--- config.mk ---
export PLATFORM = sky130hd
export DESIGN_NAME = hex_or_decimal_suffix_parser_core_flat
export DESIGN_NICKNAME = d
export VERILOG_FILES = /design/src/sv/hdsp_pkg.sv /design/src/sv/hdsp_if.sv /design/src/sv/hex_or_decimal_suffix_parser_core.sv /design/src/sv/hdsp_step.sv /design/src/flat_wrapper.sv
export SDC_FILE = /design/constraint.sdc
export NUM_CORES = 1
export LEC_CHECK = 0
export ABC_AREA = 1
export BUFFER_PORTS_ARGS = -buffer_cell sky130_fd_sc_hd__buf_2
export CAP_MARGIN = 20
export CORE_UTILIZATION = 55
export DETAILED_ROUTE_END_ITERATION = 10
export PLACE_DENSITY_LB_ADDON = 0.12
export SLEW_MARGIN = 20
export SYNTH_ARGS = -nofsm -noshare
export SYNTH_HDL_FRONTEND = slang
export SYNTH_HIERARCHICAL = 1
export SYNTH_SLANG_ARGS = --single-unit
--- constraint.sdc ---
create_clock -name clk -period 5.1 [get_ports clk]
set_input_delay 0.765 -clock clk [delete_from_list [all_inputs] [get_ports clk]]
set_output_delay 0.765 -clock clk [all_outputs]
set_load 0.005 [all_outputs]
--- src/sv/hdsp_pkg.sv ---
// Shared types and constants for the hex/decimal suffix parser.
package hdsp_pkg;

    localparam int TEXT_W  = 8;
    localparam int VALUE_W = 32;
    // Character position counter; counts up to 15, above the default MAX_CHARS of 11
    localparam int POS_W   = 4;

    // Parse mode codes
    localparam logic [1:0] MODE_DEC    = 2'd0;
    localparam logic [1:0] MODE_HEX    = 2'd1;
    localparam logic [1:0] MODE_ACCEPT = 2'd2;
    localparam logic [1:0] MODE_BAD    = 2'd3;

    // Characters of interest
    localparam logic [TEXT_W-1:0] CHR_NUL  = 8'h00;
    localparam logic [TEXT_W-1:0] CHR_ZERO = 8'h30;
    localparam logic [TEXT_W-1:0] CHR_LA   = 8'h61;
    localparam logic [TEXT_W-1:0] CHR_UA   = 8'h41;

    // Suffix shift amounts
    localparam int KILO_SHIFT = 10;
    localparam int MEGA_SHIFT = 20;

    typedef struct packed {
        logic [1:0]         mode;
        logic [POS_W-1:0]   pos;
        logic [VALUE_W-1:0] acc;
        logic               first_zero;
    } hdsp_state_t;

    localparam hdsp_state_t STATE_RESET = '{
        mode:       MODE_DEC,
        pos:        '0,
        acc:        '0,
        first_zero: 1'b0
    };

endpackage

--- src/sv/hdsp_if.sv ---
// Valid/ready channel interfaces for text input and parse results.
interface hdsp_text_if
    import hdsp_pkg::*;
();
    logic              valid;
    logic              ready;
    logic [TEXT_W-1:0] text_byte;

    modport source (output valid, output text_byte, input ready);
    modport sink   (input valid, input text_byte, output ready);
endinterface

interface hdsp_result_if
    import hdsp_pkg::*;
();
    logic               valid;
    logic               ready;
    logic [VALUE_W-1:0] value;
    logic               valid_res;

    modport source (output valid, output value, output valid_res, input ready);
    modport sink   (input valid, input value, input valid_res, output ready);
endinterface

--- src/sv/hex_or_decimal_suffix_parser_core.sv ---
// Top level: streaming parser of hex (0x) or decimal (k/m suffix) text to a 32-bit value.
// A terminating zero byte reaches the output through the input register, then the
// result register. Throughput: one text word per cycle unless a terminator waits on
// a full result slot; the state update lies between the two registers.
// Reset (rst_n low, asynchronous): pipeline empty, parse state at start of string.
module hex_or_decimal_suffix_parser_core
    import hdsp_pkg::*;
#(
    parameter int MAX_CHARS = 11
)
(
    input  logic          clk,
    input  logic          rst_n,
    hdsp_text_if.sink     char_stream,
    hdsp_result_if.source result
);

    // input register
    logic              in_vld_reg;
    logic              in_vld_next;
    logic [TEXT_W-1:0] in_byte_reg;

    // parse state
    hdsp_state_t st_reg;
    hdsp_state_t st_next;

    // result register
    logic               out_vld_reg;
    logic               out_vld_next;
    logic [VALUE_W-1:0] out_value_reg;
    logic               out_ok_reg;

    logic               emit;
    logic [VALUE_W-1:0] res_value;
    logic               res_ok;
    logic               advance;
    logic               in_take;

    hdsp_step #(
        .MAX_CHARS (MAX_CHARS)
    ) u_step (
        .text_byte (in_byte_reg),
        .cur       (st_reg),
        .nxt       (st_next),
        .emit      (emit),
        .res_value (res_value),
        .res_ok    (res_ok)
    );

    // Held word moves on unless it is a terminator and the result slot stays full.
    assign advance = in_vld_reg && (!emit || !out_vld_reg || result.ready);

    // Input register refills in the same cycle it drains.
    assign char_stream.ready = !in_vld_reg || advance;
    assign in_take           = char_stream.valid && char_stream.ready;

    always_comb
    begin
        in_vld_next = in_vld_reg;
        if (in_take)
        begin
            in_vld_next = 1'b1;
        end
        else if (advance)
        begin
            in_vld_next = 1'b0;
        end

        out_vld_next = out_vld_reg;
        if (advance && emit)
        begin
            out_vld_next = 1'b1;
        end
        else if (result.ready)
        begin
            out_vld_next = 1'b0;
        end
    end

    always_ff @(posedge clk or negedge rst_n)
    begin
        if (!rst_n)
        begin
            in_vld_reg  <= 1'b0;
            out_vld_reg <= 1'b0;
            st_reg      <= STATE_RESET;
        end
        else
        begin
            in_vld_reg  <= in_vld_next;
            out_vld_reg <= out_vld_next;
            if (advance)
            begin
                st_reg <= st_next;
            end
        end
    end

    // payload registers, no reset
    always_ff @(posedge clk)
    begin
        if (in_take)
        begin
            in_byte_reg <= char_stream.text_byte;
        end
        if (advance && emit)
        begin
            out_value_reg <= res_value;
            out_ok_reg    <= res_ok;
        end
    end

    assign result.valid     = out_vld_reg;
    assign result.value     = out_value_reg;
    assign result.valid_res = out_ok_reg;

endmodule

--- src/sv/hdsp_step.sv ---
// Next-state and result logic for one text byte.
module hdsp_step
    import hdsp_pkg::*;
#(
    parameter int MAX_CHARS = 11
)
(
    input  logic [TEXT_W-1:0]  text_byte,
    input  hdsp_state_t        cur,
    output hdsp_state_t        nxt,
    output logic               emit,
    output logic [VALUE_W-1:0] res_value,
    output logic               res_ok
);

    localparam logic [POS_W-1:0] POS_LIMIT = POS_W'(MAX_CHARS);
    localparam logic [POS_W-1:0] POS_ONE   = POS_W'(1);
    localparam logic [POS_W-1:0] POS_HEX   = POS_W'(2);

    logic [POS_W-1:0]   pos_inc;
    logic [3:0]         dec_digit;
    logic [3:0]         hex_digit;
    logic               is_dec;
    logic               is_hex;
    logic               is_x;
    logic               is_k;
    logic               is_m;
    logic [VALUE_W-1:0] acc_x10;
    logic               ok;
    logic [TEXT_W-1:0]  lc_off;
    logic [TEXT_W-1:0]  uc_off;
    logic [TEXT_W-1:0]  dc_off;

    assign pos_inc = cur.pos + POS_ONE;
    assign dc_off  = text_byte - CHR_ZERO;
    assign lc_off  = text_byte - CHR_LA;
    assign uc_off  = text_byte - CHR_UA;

    // character classes
    always_comb
    begin
        is_dec = text_byte inside {[8'h30:8'h39]};
        is_x   = text_byte inside {8'h78, 8'h58};
        is_k   = text_byte inside {8'h6b, 8'h4b};
        is_m   = text_byte inside {8'h6d, 8'h4d};
        is_hex = 1'b1;
        dec_digit = dc_off[3:0];
        if (is_dec)
        begin
            hex_digit = dc_off[3:0];
        end
        else if (text_byte inside {[8'h61:8'h66]})
        begin
            hex_digit = lc_off[3:0] + 4'd10;
        end
        else if (text_byte inside {[8'h41:8'h46]})
        begin
            hex_digit = uc_off[3:0] + 4'd10;
        end
        else
        begin
            hex_digit = 4'd0;
            is_hex    = 1'b0;
        end
    end

    // acc * 10 as (acc << 3) + (acc << 1), modulo 2^32
    assign acc_x10 = {cur.acc[VALUE_W-4:0], 3'b000} + {cur.acc[VALUE_W-2:0], 1'b0};

    assign ok = (cur.mode != MODE_BAD);

    always_comb
    begin
        nxt       = cur;
        emit      = 1'b0;
        res_value = '0;
        res_ok    = 1'b0;
        if (text_byte == CHR_NUL)
        begin
            emit      = 1'b1;
            res_ok    = ok;
            res_value = ok ? cur.acc : '0;
            nxt       = STATE_RESET;
        end
        else
        begin
            case (cur.mode)
                MODE_DEC:
                begin
                    if (cur.pos == POS_ONE && cur.first_zero && is_x)
                    begin
                        nxt.mode = MODE_HEX;
                        nxt.pos  = POS_HEX;
                    end
                    else if (is_k && cur.pos != '0)
                    begin
                        nxt.acc  = cur.acc << KILO_SHIFT;
                        nxt.mode = MODE_ACCEPT;
                    end
                    else if (is_m && cur.pos != '0)
                    begin
                        nxt.acc  = cur.acc << MEGA_SHIFT;
                        nxt.mode = MODE_ACCEPT;
                    end
                    else if (is_dec)
                    begin
                        if (cur.pos == '0 && text_byte == CHR_ZERO)
                        begin
                            nxt.first_zero = 1'b1;
                        end
                        nxt.acc = acc_x10 + VALUE_W'(dec_digit);
                        nxt.pos = pos_inc;
                        if (pos_inc >= POS_LIMIT)
                        begin
                            nxt.mode = MODE_BAD;
                        end
                    end
                    else
                    begin
                        nxt.mode = MODE_BAD;
                    end
                end
                MODE_HEX:
                begin
                    if (cur.pos >= POS_LIMIT || !is_hex)
                    begin
                        nxt.mode = MODE_BAD;
                    end
                    else
                    begin
                        nxt.acc = {cur.acc[VALUE_W-5:0], hex_digit};
                        nxt.pos = pos_inc;
                    end
                end
                MODE_ACCEPT:
                begin
                    nxt = cur;
                end
                default:
                begin
                    nxt.mode = MODE_BAD;
                end
            endcase
        end
    end

endmodule
--- src/flat_wrapper.sv ---
// flat-port wrapper written by rule: the top's interface ports become plain ports
module hex_or_decimal_suffix_parser_core_flat import hdsp_pkg::*;
#(
    parameter int MAX_CHARS = 11
)
  (clk, rst_n, char_stream_valid, char_stream_text_byte, char_stream_ready, result_valid, result_value, result_valid_res, result_ready);
  hdsp_text_if char_stream_i ();
  hdsp_result_if result_i ();
  input  logic clk;
  input  logic rst_n;
  input wire logic [$bits(char_stream_i.valid)-1:0] char_stream_valid;
  input wire logic [$bits(char_stream_i.text_byte)-1:0] char_stream_text_byte;
  output wire logic [$bits(char_stream_i.ready)-1:0] char_stream_ready;
  output wire logic [$bits(result_i.valid)-1:0] result_valid;
  output wire logic [$bits(result_i.value)-1:0] result_value;
  output wire logic [$bits(result_i.valid_res)-1:0] result_valid_res;
  input wire logic [$bits(result_i.ready)-1:0] result_ready;
  assign char_stream_i.valid = char_stream_valid;
  assign char_stream_i.text_byte = char_stream_text_byte;
  assign char_stream_ready = char_stream_i.ready;
  assign result_valid = result_i.valid;
  assign result_value = result_i.value;
  assign result_valid_res = result_i.valid_res;
  assign result_i.ready = result_ready;
  hex_or_decimal_suffix_parser_core #(.MAX_CHARS(MAX_CHARS)) u_core (.clk(clk), .rst_n(rst_n), .char_stream(char_stream_i), .result(result_i));
endmodule
# After elaboration in Yosys (flattened, before gate mapping)
# Index checks and enable logic that the tools add are counted.
[op_classes] add_sub_neg=8 magnitude_cmp=8 n_eq_ne=23 muxes=31 reduce_logical=37
[op_table] cell="36-bit one-hot mux with 2 select lines" count=1
[op_table] cell="32-bit two-way mux" count=2
[op_table] cell="8-bit by 7-bit equality test with 1-bit output, second input constant" count=6
[op_table] cell="39-bit two-way mux" count=1
[op_table] cell="37-bit two-way mux" count=1
[op_table] cell="36-bit two-way mux" count=1
[op_table] cell="33-bit two-way mux" count=1
[op_table] cell="32-bit adder" count=1
[op_table] cell="32-bit by 4-bit adder with 32-bit output" count=1
[op_table] cell="4-bit two-way mux" count=5
[op_table] cell="8-bit by 7-bit >= comparator with 1-bit output, second input constant" count=2
[op_table] cell="8-bit by 7-bit less-or-equal comparator with 1-bit output, second input constant" count=2
[op_table] cell="2-bit nonzero test" count=8
[op_table] cell="1-bit two-way mux" count=12
[op_table] cell="4-bit inequality test, second input constant" count=3
[op_table] cell="4-bit by 1-bit subtractor with 4-bit output, second input constant" count=3
[op_table] cell="1-bit logical AND" count=11
[op_table] cell="2-bit two-way mux" count=5
[op_table] cell="2-bit inequality test, second input constant" count=5
[op_table] cell="3-bit inequality test, second input constant" count=3
[op_table] cell="4-bit adder, second input constant" count=2
[op_table] cell="8-bit by 6-bit equality test with 1-bit output, second input constant" count=1
[op_table] cell="4-bit >= comparator, second input constant" count=2
[op_table] cell="8-bit by 6-bit >= comparator with 1-bit output, second input constant" count=1
[op_table] cell="other kinds (21)" count=27
[word_totals] ff_bits=82 inputBits=12 out_inout_bits=35 elab_cells=116

# Depth between registers and ports, before layout
# Gate-level depths: netlist of the first run.
[depth] word_depth=10 ltp_mapped=19 mapped_depth_nobuf=19

# Cells and area by module
# The synthesis of the first run kept the hierarchy.
[by_module_without_submodules] mod="hdsp_step" instances=1 cells_per_inst=874 area_each_um2=4536.9 seq_area_each_um2=0.0
[by_module_without_submodules] mod="hex_or_decimal_suffix_parser_core" instances=1 cells_per_inst=223 area_each_um2=2866.5 seq_area_each_um2=2257.2

# Worst setup path before layout of the first run
# No wires, ideal clock.
[synth_path] kind="reg-to-reg" from="register u_core.in_byte_reg[3]" to="register u_core/st_reg[23] in the netlist's numbering" setup_ns=0.066 t_arrival_ns=2.573 required_ns=5.034 slack_ns=2.461 stages_incl_launch_ff=18 path_buffers=0 synth_period_minus_slack_ns=2.639 path_cell_list="edfxtp_1 inv_1 fa_1 inv_1 fa_1 nand3_1 nand3_1 nand3_1 nand3_1 nand2_1 nand2_1 nand2_1 nand3_1 nand2_1 nand3_1 a21oi_1 nand3_1 nand2_1"
[synth_lines] element="from (decl)" line_no="hex_or_decimal_suffix_parser_core.sv:21" source="logic [TEXT_W-1:0] in_byte_reg;"
[synth_lines] element="from (signal assigned)" line_no="hex_or_decimal_suffix_parser_core.sv:104" source="in_byte_reg <= char_stream.text_byte;"
[synth_lines] element="to (signal assigned)" line_no="hex_or_decimal_suffix_parser_core.sv:94" source="st_reg <= st_next;"
[synth_lines] element="to (decl)" line_no="hex_or_decimal_suffix_parser_core.sv:24" source="hdsp_state_t st_reg;"

# Final worst setup path of the first run
[layout_path] from="register u_core.in_byte_reg[0]" to="register u_core/st_reg[25] in the netlist's numbering"
[layout_between] elab_cells_between_ends=45 cone_classes="2 x add/sub; 6 x order compare; 9 x eq/ne; 10 x mux; 18 x reduce/logical"
[layout_lines] element="8-bit logical NOT" line_no="hdsp_step.sv:78" source="if (text_byte == CHR_NUL)"
[layout_lines] element="1-bit two-way mux" line_no="hdsp_step.sv:78"
[layout_lines] element="net u_core.emit" line_no="hex_or_decimal_suffix_parser_core.sv:33" source="logic emit;"
[layout_lines] element="1-bit logical NOT" line_no="hex_or_decimal_suffix_parser_core.sv:51" source="assign advance = in_vld_reg && (!emit || !out_vld_reg || result.ready);"
[layout_lines] element="1-bit logical OR (2 in series)" line_no="hex_or_decimal_suffix_parser_core.sv:51"
[layout_lines] element="1-bit logical AND" line_no="hex_or_decimal_suffix_parser_core.sv:51"
[layout_lines] element="5-bit AND reduction (no line)"
# The timed path passes the listed nets, and every way through them passes these cells. The select of a mux whose other input is x is not followed.
# A chain may end at the register's enable or synchronous reset.

==> run summary, run 1 <==
FMAX = 291 MHz
Synthesized area = 7400 µm²
Routed vias = 7524
Critical Path RT = 5370 ps
# fillers = 1280
Crit path max fanout = 44
Die width = 118 µm
# H-tree levels = 3
Synth Instances = 1097
Share of cells above drive strength 1 = 7.20%
Placed Cells = 1284
Worst Setup Path Type = flip-flop to flip-flop
Top FF cell, synth = edfxtp_1
Yosys warning count = 6
Worst path arrival time = 3710 ps
Initial core utilization = 56.1%
R2R depth = 12
Worst vdd ir = 0.000259 V
CTS tree = built
Global-route wire length before repair = 35.1 mm
Leakage power = 4.20 nW
#FFs+latches synth = 82
Post-route insts no fill = 1301
Final WL = 21.7 mm
Most frequent cells in the layout = 342 x nand2_1, 152 x inv_1, 98 x a21oi_1
Period Utilization, post-route = 67.4%
Worst Setup EP = u_core/st_reg[25]
Synthesis-to-layout area growth = 8.23%
Number of diodes = 0
Post-Syn Nets = 1176
Worst R2R Start = u_core/in_byte_reg[0]
Root Driver = clkbuf_16
Unrepaired setup endpoints after global routing = no
Max FFs per register = 39
Layout net count = 1199
Buffer count from post-CTS setup fixing = 0
DPL Wire Length = 15.4 mm
Final count of negative-setup-slack endpoints = 0
Die Y-Extent = 118 µm
Clock skew = 11.0 ps
Initial drt markers = 700
Grt total ovfl = 0
Via-to-Cell Ratio = 5.78
Worst slew margin = 38.5%
I/O pin count = 47
EDFF count, synth = 41
Most common cell after layout, fill and taps aside = nand2_1
PostCTS Resize Cnt = 0
Total CTS buffers = 9
ANT nets after route = 0
Worst reg2reg setup slack = 1660 ps
Drt drc = 0
CTS Hold Bufs = 0
Hold WC Path Type = input pin to asynchronous set/reset pin
Hold slack = 407 ps
Final setup TNS = 0 ps
Number of library cell types mapped by synthesis = 44
Largest net degree at the start of global routing = 45
Clk_lat worst skew = 340 ps
# rows = 42
GPL Wtd Cong = 0.982
Clock sinks = 82
RR Endpoint = u_core/st_reg[25]
Worst-path clk slew = 70 ps
Post-synthesis async set-or-reset flop share = 50.0%
Total GRT Usage = 31.8%
IO Port Bufs = 46
Routed WL per cell = 16.7 µm
Power, Total = 3.14 mW
CP endpoint kind = flip-flop
Status = completed
Register area = 2260 µm²
Final min period = 3440 ps
Worst-Margin Slew = 922 ps
DIE AREA = 13900 µm²
Antenna violations before repair = 0
TritonRoute pass-1 iters = 5
Number of max-cap violations = 0
Slew Viols, Final = 0
Final hold vios = 0
Register area share after synthesis = 30.5%
Vias in the first global route = 6884
Clock tree buffer depth = 2
Setup crit start = u_core/in_byte_reg[0]
Core area = 13200 µm²
Multi-input logic area = 4360 µm²
CP Launch Type = flip-flop
Synthesized area per cell = 6.75 µm²
Power per Cell Area = 392 nW/µm²
==> power by group <==
part / internal, mW / switching, mW / leakage (nW)
registers: 0.771 / 0.213 / 0.882
logic: 0.540 / 0.967 / 3.18
clock network: 0.392 / 0.261 / 0.147
==> final cells by class <==
cell class | count | area share, %
flip-flops and latches | 82 | 28.2
multi-input cells | 820 | 54.4
repair buffers | 51 | 3.59
well taps | 176 | 2.75
clock buffers | 10 | 2.98
inverters | 156 | 7.31
clock inverters | 6 | 0.796
==> layer usage <==
metal | wire [µm] | track usage (%) | part of all wire [%]
met5 | 0 | 0 | 0
met2 | 10100 | 52.0 | 46
met4 | 790 | 13.2 | 3.6
met3 | 1570 | 4.60 | 7.2
met1 | 9300 | 41.9 | 43
==> worst min-delay path by stage <==
stage                      start                end  slack [ps]  cells after the start
2_1_floorplan  u_core/st_reg[38]  u_core/st_reg[38]         440                      2
3_3_place_gp    u_core/st_reg[0]   u_core/st_reg[0]         480                      2
3_5_place_dp    u_core/st_reg[0]   u_core/st_reg[0]         500                      2
4_1_cts         u_core/st_reg[0]   u_core/st_reg[0]         510                      2
5_1_grt                    rst_n  u_core/st_reg[30]         440                      1
6_report                   rst_n  u_core/st_reg[16]         410                      1
==> cells by family (layout without fill, tap and decap cells) <==
kind of cell	Yosys count	in the layout	share of synthesized area [%]
AND/OR/NAND/NOR	549	549	30.7
flip-flops	82	82	30.5
AO/OA/AOI/OAI	190	190	15.0
XOR/XNOR	14	14	1.66
buffers and inverters	195	223	10.6
adder cells (fa/ha/maj)	67	67	11.5
==> cell usage after synthesis, types with 2 or more instances <==
| cell | instances | area, µm² |
|---|---|---|
| nand2_1 | 342 | 1280 |
| inv_1 | 152 | 571 |
| a21oi_1 | 98 | 490 |
| nor2_1 | 91 | 342 |
| nand3_1 | 89 | 445 |
| ha_1 | 65 | 813 |
| o21ai_0 | 43 | 215 |
| dfrtp_1 | 41 | 1030 |
| edfxtp_1 | 41 | 1230 |
| o221ai_1 | 23 | 201 |
| buf_2 | 20 | 100 |
| clkbuf_1 | 14 | 52.6 |
| xor2_1 | 11 | 96.3 |
| nand4_1 | 7 | 43.8 |
| o211ai_1 | 6 | 45.0 |
| o21bai_1 | 6 | 45.0 |
| nor3_1 | 5 | 25.0 |
| nand2_2 | 4 | 25.0 |
| a211oi_1 | 3 | 22.5 |
| buf_6 | 3 | 33.8 |
| xnor2_1 | 3 | 26.3 |
| a221oi_1 | 2 | 17.5 |
| buf_4 | 2 | 15.0 |
| clkinv_1 | 2 | 7.51 |
| fa_1 | 2 | 40.0 |
| inv_2 | 2 | 7.51 |
| nand3b_1 | 2 | 15.0 |
| o21ai_1 | 2 | 10.0 |
==> worst max-delay path: stages, from the launching register on <==
cell and delay [ps]:
edfxtp_1 460, inv_1 120, ha_1 220, nand2_1 110, nor2_1 140, nand4_2 80, buf_4 280, clkinv_1 290
nand3_2 770, nand2_1 240, buf_4 440, nand2_1 110, nand2_1 90
==> stage by stage <==
step	instance area [µm²]	util, %	setup slack [ps]
floorplan	7400	-	2460
global placement	7680	58.2	1840
detailed placement	7680	58.2	1780
CTS	7990	60.5	1680
global route	8010	60.7	1380
finish	8010	60.7	1660
(Power assumes the default switching activity.)
==> run 2, diff against run 1 <==
clock period = 2.9 ns   (was 5.1 ns; I/O delays follow)
==> run 2 against run 1 <==
  * First-iteration DRC count is 37% higher
  * Core utilization grew 3.0 points
  * Routed wire length grew 4.3%
  * Via count increased by 3.0%
  * Register-to-register slack got worse by 1500 ps
  * Critical path depth is 5 higher
  * Maximum frequency grew 25%
  * Clock power increased by 84%
  * Sequential power rose by 63%
  * Flip-flop and latch count is the same
  * Non-clock buffer count rose by 42
  * Die area did not move
  * Critical endpoint is now u_core/st_reg[20]
  * Largest cell class unchanged
==> run summary, run 2 (synthesized netlist as in run 1, its figures left out) <==
Met2 WL post-DR = 10.4 mm
Clock skew = 9.74 ps
Hold WC Path Type = input pin to asynchronous set/reset pin
Worst-path clk slew = 60 ps
Final hold vios = 0
Core area = 13200 µm²
Vias in the first global route = 7126
Cell family with most CP delay = simple AND/OR/NAND/NOR gates
Routed WL per cell = 16.9 µm
CP endpoint kind = flip-flop
Most common cell after layout, fill and taps aside = nand2_1
Power per Cell Area = 690 nW/µm²
Clock sinks = 82
ANT nets after route = 0
Final WL = 22.7 mm
DIE AREA = 13900 µm²
Grt total ovfl = 0
Final count of negative-setup-slack endpoints = 0
CP max stage delay = 370 ps
Worst path arrival time = 2970 ps
I/O pin count = 47
Clk_lat worst skew = 340 ps
Max layer used = met4
Most frequent CP cell = nand2_1
Crit-path cells = buf_4 > ha_1 > ha_1 > nand2_1 > inv_1 > nand2_1 > nand2_1 > nand2_1 > nand3_1 > inv_1 > o21bai_1 > nand2_1 > nand2_1 > o21ai_0 > a21oi_1 > nand3_1 > nand2_1
Util after Layout = 63.7%
GPL Wtd Cong = 0.946
FMAX = 364 MHz
Via-to-Cell Ratio = 5.77
Global-route wire length before repair = 36.0 mm
CTS Hold Bufs = 0
Crit path max fanout = 5
Drt drc = 0
Share of cells above drive strength 1 = 12.1%
TritonRoute pass-1 iters = 5
Post-Place Setup Slack = 73.8 ps
Number of diodes = 0
Worst-Margin Slew = 633 ps
Critical Path RT = 3120 ps
DR WL met3 = 1.88 mm
Total CTS buffers = 9
Number of max-cap violations = 0
Largest net degree at the start of global routing = 44
Max FFs per register = 39
Period Utilization, post-route = 94.7%
Die Y-Extent = 118 µm
Layout net count = 1241
DRT met1 WL = 9.21 mm
Worst vdd ir = 0.000340 V
Initial drt markers = 957
IO Port Bufs = 46
Routed vias = 7747
Critical path buffers and inverters = 3
CTS tree = built
Status = completed
Total GRT Usage = 33.0%
Final min period = 2750 ps
# H-tree levels = 3
Die width = 118 µm
DPL Wire Length = 16.4 mm
Initial core utilization = 56.1%
Antenna violations before repair = 0
Most frequent cells in the layout = 337 x nand2_1, 151 x inv_1, 95 x a21oi_1
CP max-delay cell = dfrtp_1
CP Launch Type = flip-flop
Worst slew margin = 57.4%
Clock tree buffer depth = 2
Hold slack = 103 ps
Leakage power = 4.43 nW
# rows = 42
Post-route setup slack = 153 ps
Synthesis-to-layout area growth = 13.5%
Slew Viols, Final = 0
Worst Setup Path Type = flip-flop to flip-flop
Root Driver = clkbuf_16
## run 2: cell types whose count changed in the layout (fill, tap and decap cells not counted), sizes merged
cell | before | now
buf | 51 | 93
inv | 155 | 154
bufinv | 1 | 2
## run 2: per-stage QoR
stage | instances | setup TNS (ps) | cell area (µm²) | total power [mW]
2_1_floorplan | 1097 | 0 | 7400 | 3.57
3_3_place_gp | 1327 | 0 | 8020 | 4.46
3_5_place_dp | 1327 | 0 | 8020 | 4.49
4_1_cts | 1343 | 0 | 8330 | 5.71
5_1_grt | 1343 | -19.4 | 8400 | 6.22
6_report | 1343 | 0 | 8400 | 5.80
## run 2: report_power, final
part	leakage, nW	switching, mW	internal [mW]
combinational	3.40	1.89	1.11
sequential	0.880	0.240	1.36
clock	0.150	0.455	0.748
## run 2: per-layer routing
layer / global-route usage, % / up-vias
met5: 0 / -
met4: 17.0 / 0
met1: 42.2 / 3511
li1: - / 3735
met2: 53.3 / 421
met3: 5.86 / 80
## run 2: repair_timing
action	4_1_cts	5_1_grt
gates resized for setup	0	20
setup endpoints to repair	0	16
hold endpoints to repair	0	0
setup buffers	0	0
## run 2: layout make-up
| type | instances | area [µm²] |
|---|---|---|
| clock buffer | 10 | 229 |
| clock inverter | 6 | 81.3 |
| fill | 1257 | 4790 |
| inverter | 156 | 586 |
| multi-input combinational | 820 | 4430 |
| sequential | 82 | 2260 |
| tap | 176 | 220 |
| timing repair buffer | 93 | 598 |
## run 2: worst paths after layout
path | end | cells after the start | from | slack, ps
worst max-delay path | u_core/st_reg[20] | 17 | u_core/st_reg[3] | 150
worst min-delay path | u_core/st_reg[28] | 1 | rst_n | 100
worst max register to register | u_core/st_reg[20] | 17 | u_core/st_reg[3] | 150
worst min register to register | u_core/st_reg[0] | 2 | u_core/st_reg[0] | 520
max in group asynchronous | u_core/st_reg[14] | 1 | rst_n | 2360
min in group clk | u_core/in_byte_reg[2] | 1 | char_stream_text_byte[2] | 270
## run 2: worst register-to-register path, cell delays in order, from the launching register on
cell and delay (ps):
dfrtp_1 370, buf_4 150, ha_1 290, ha_1 370, nand2_1 130, inv_1 60
nand2_1 70, nand2_1 50, nand2_1 50, nand3_1 160, inv_1 160, o21bai_1 90
nand2_1 100, nand2_1 50, o21ai_0 240, a21oi_1 110, nand3_1 100, nand2_1 80
==> run 3, diff against run 2 <==
CORE_UTILIZATION = 28   (was 55)
==> run 3 against run 2 <==
  * Sequential share of layout area down 1.4 points
  * Clock skew up 6.9 ps
  * Non-clock buffer count up 29
  * Critical endpoint is now u_core/st_reg[19]
  * Largest power group unchanged
==> run summary, run 3 (synthesized netlist as in run 1, its figures left out) <==
Status = completed
Layout net count = 1270
ANT nets after route = 0
Vias in the first global route = 7409
GR Layer Usage met1 = 26.9%
Post-route setup slack = 204 ps
Clock skew = 16.7 ps
Worst slew margin = 57.4%
Worst-path clk slew = 70 ps
Share of cells above drive strength 1 = 15.2%
Total GRT Usage = 20.4%
Routed WL per cell = 17.4 µm
Final min period = 2700 ps
Global-route wire length before repair = 41.9 mm
CTS Hold Bufs = 0
CP Launch Type = flip-flop
Critical path buffers and inverters = 2
Core area = 26000 µm²
IO Port Bufs = 46
Register area = 2260 µm²
Total CTS buffers = 9
Via-to-Cell Ratio = 4.93
CP endpoint kind = flip-flop
Root Driver = clkbuf_16
Crit-path cells = ha_1 > ha_2 > nand2_1 > nor2_1 > inv_1 > o21bai_1 > inv_1 > nand3_1 > nand2_1 > o21ai_0 > a21oi_1 > nand3_1 > nand2_1
# fillers = 2889
Placed instance area = 8430 µm²
Worst-Margin Slew = 640 ps
Post-route insts no fill = 1531
CTS tree = built
Max FFs per register = 39
# H-tree levels = 3
Cell area after layout = 8870 µm²
Post-Place Setup Slack = -9.86 ps
Critical Path RT = 3140 ps
Multi-input logic area = 4500 µm²
Die width = 165 µm
# rows = 59
Cell family with most CP delay = adder cells
Antenna violations before repair = 0
Grt total ovfl = 0
I/O pin count = 47
Placed Cells = 1514
Final setup TNS = 0 ps
Most frequent cells in the layout = 337 x nand2_1, 151 x inv_1, 91 x a21oi_1
GPL Wtd Cong = 0.849
Initial core utilization = 28.5%
Period Utilization, post-route = 93.0%
Routed vias = 7546
TritonRoute pass-1 iters = 5
Clk_lat worst skew = 350 ps
Met2 usage in global routing = 34.7%
Hold WC Path Type = input pin to asynchronous set/reset pin
Final hold vios = 0
Leakage power = 4.59 nW
Clock sinks = 82
Number of diodes = 0
Final WL = 26.6 mm
Power per Cell Area = 684 nW/µm²
Drt drc = 0
Util after Layout = 34.1%
Largest net degree at the start of global routing = 44
Power, Total = 6.07 mW
CP max stage delay = 460 ps
Worst path arrival time = 2940 ps
Clock tree buffer depth = 2
CP max-delay cell = dfrtp_1
Hold slack = 178 ps
Most common cell after layout, fill and taps aside = nand2_1
DPL Wire Length = 20.0 mm
Met3 usage = 2.59%
Initial drt markers = 700
Global-route layer with the greatest usage = met2
Worst vdd ir = 0.000238 V
Worst Setup Path Type = flip-flop to flip-flop
Number of max-cap violations = 0
FMAX = 371 MHz
Synthesis-to-layout area growth = 19.8%
Final count of negative-setup-slack endpoints = 0
Most frequent CP cell = nand2_1
Die Y-Extent = 165 µm
Slew Viols, Final = 0
Crit path max fanout = 4
DIE AREA = 27100 µm²
[run 3: cell types whose count changed in the layout (fill, tap and decap cells not counted), sizes merged]
cell and change:
buf +29, bufinv -1, clkbuf -1, clkinvlp +1, inv +1
[run 3: final timing paths]
path | slack, ps | cells past startpoint | from | to
max in group asynchronous | 2260 | 2 | rst_n | u_core/st_reg[34]
worst max register to register | 200 | 13 | u_core/st_reg[13] | u_core/st_reg[19]
worst min-delay path | 180 | 2 | rst_n | u_core/st_reg[28]
worst max-delay path | 200 | 13 | u_core/st_reg[13] | u_core/st_reg[19]
worst min register to register | 520 | 2 | u_core/st_reg[0] | u_core/st_reg[0]
min in group clk | 260 | 1 | char_stream_text_byte[4] | u_core/in_byte_reg[4]
[run 3: what timing repair did]
action                                  4_1_cts  5_1_grt
cloned                                        0        0
pin swaps                                     0        4
setup buffers                                 0        1
endpoints found under the setup margin        1       22
gates resized for setup                       1       35
[run 3: layer usage]
metal / part of all wire [%] / vias up
met3: 3.9 / 30
li1: - / 3790
met5: 0 / -
met2: 48 / 200
met1: 45 / 3526
met4: 2.8 / 0
[run 3: layout make-up]
type | count | share of cell area [%]
repair buffers | 122 | 9.17
clock buffers | 9 | 2.54
multi-input cells | 820 | 50.7
inverters | 156 | 6.60
well taps | 335 | 4.73
clock inverters | 7 | 0.762
flip-flops and latches | 82 | 25.5
[run 3: power breakdown]
part / total [mW] / internal [mW] / switching (mW) / leakage (nW)
Sequential: 1.59 / 1.36 / 0.227 / 0.881
Clock: 1.18 / 0.665 / 0.512 / 0.139
Combinational: 3.30 / 1.30 / 2.00 / 3.57
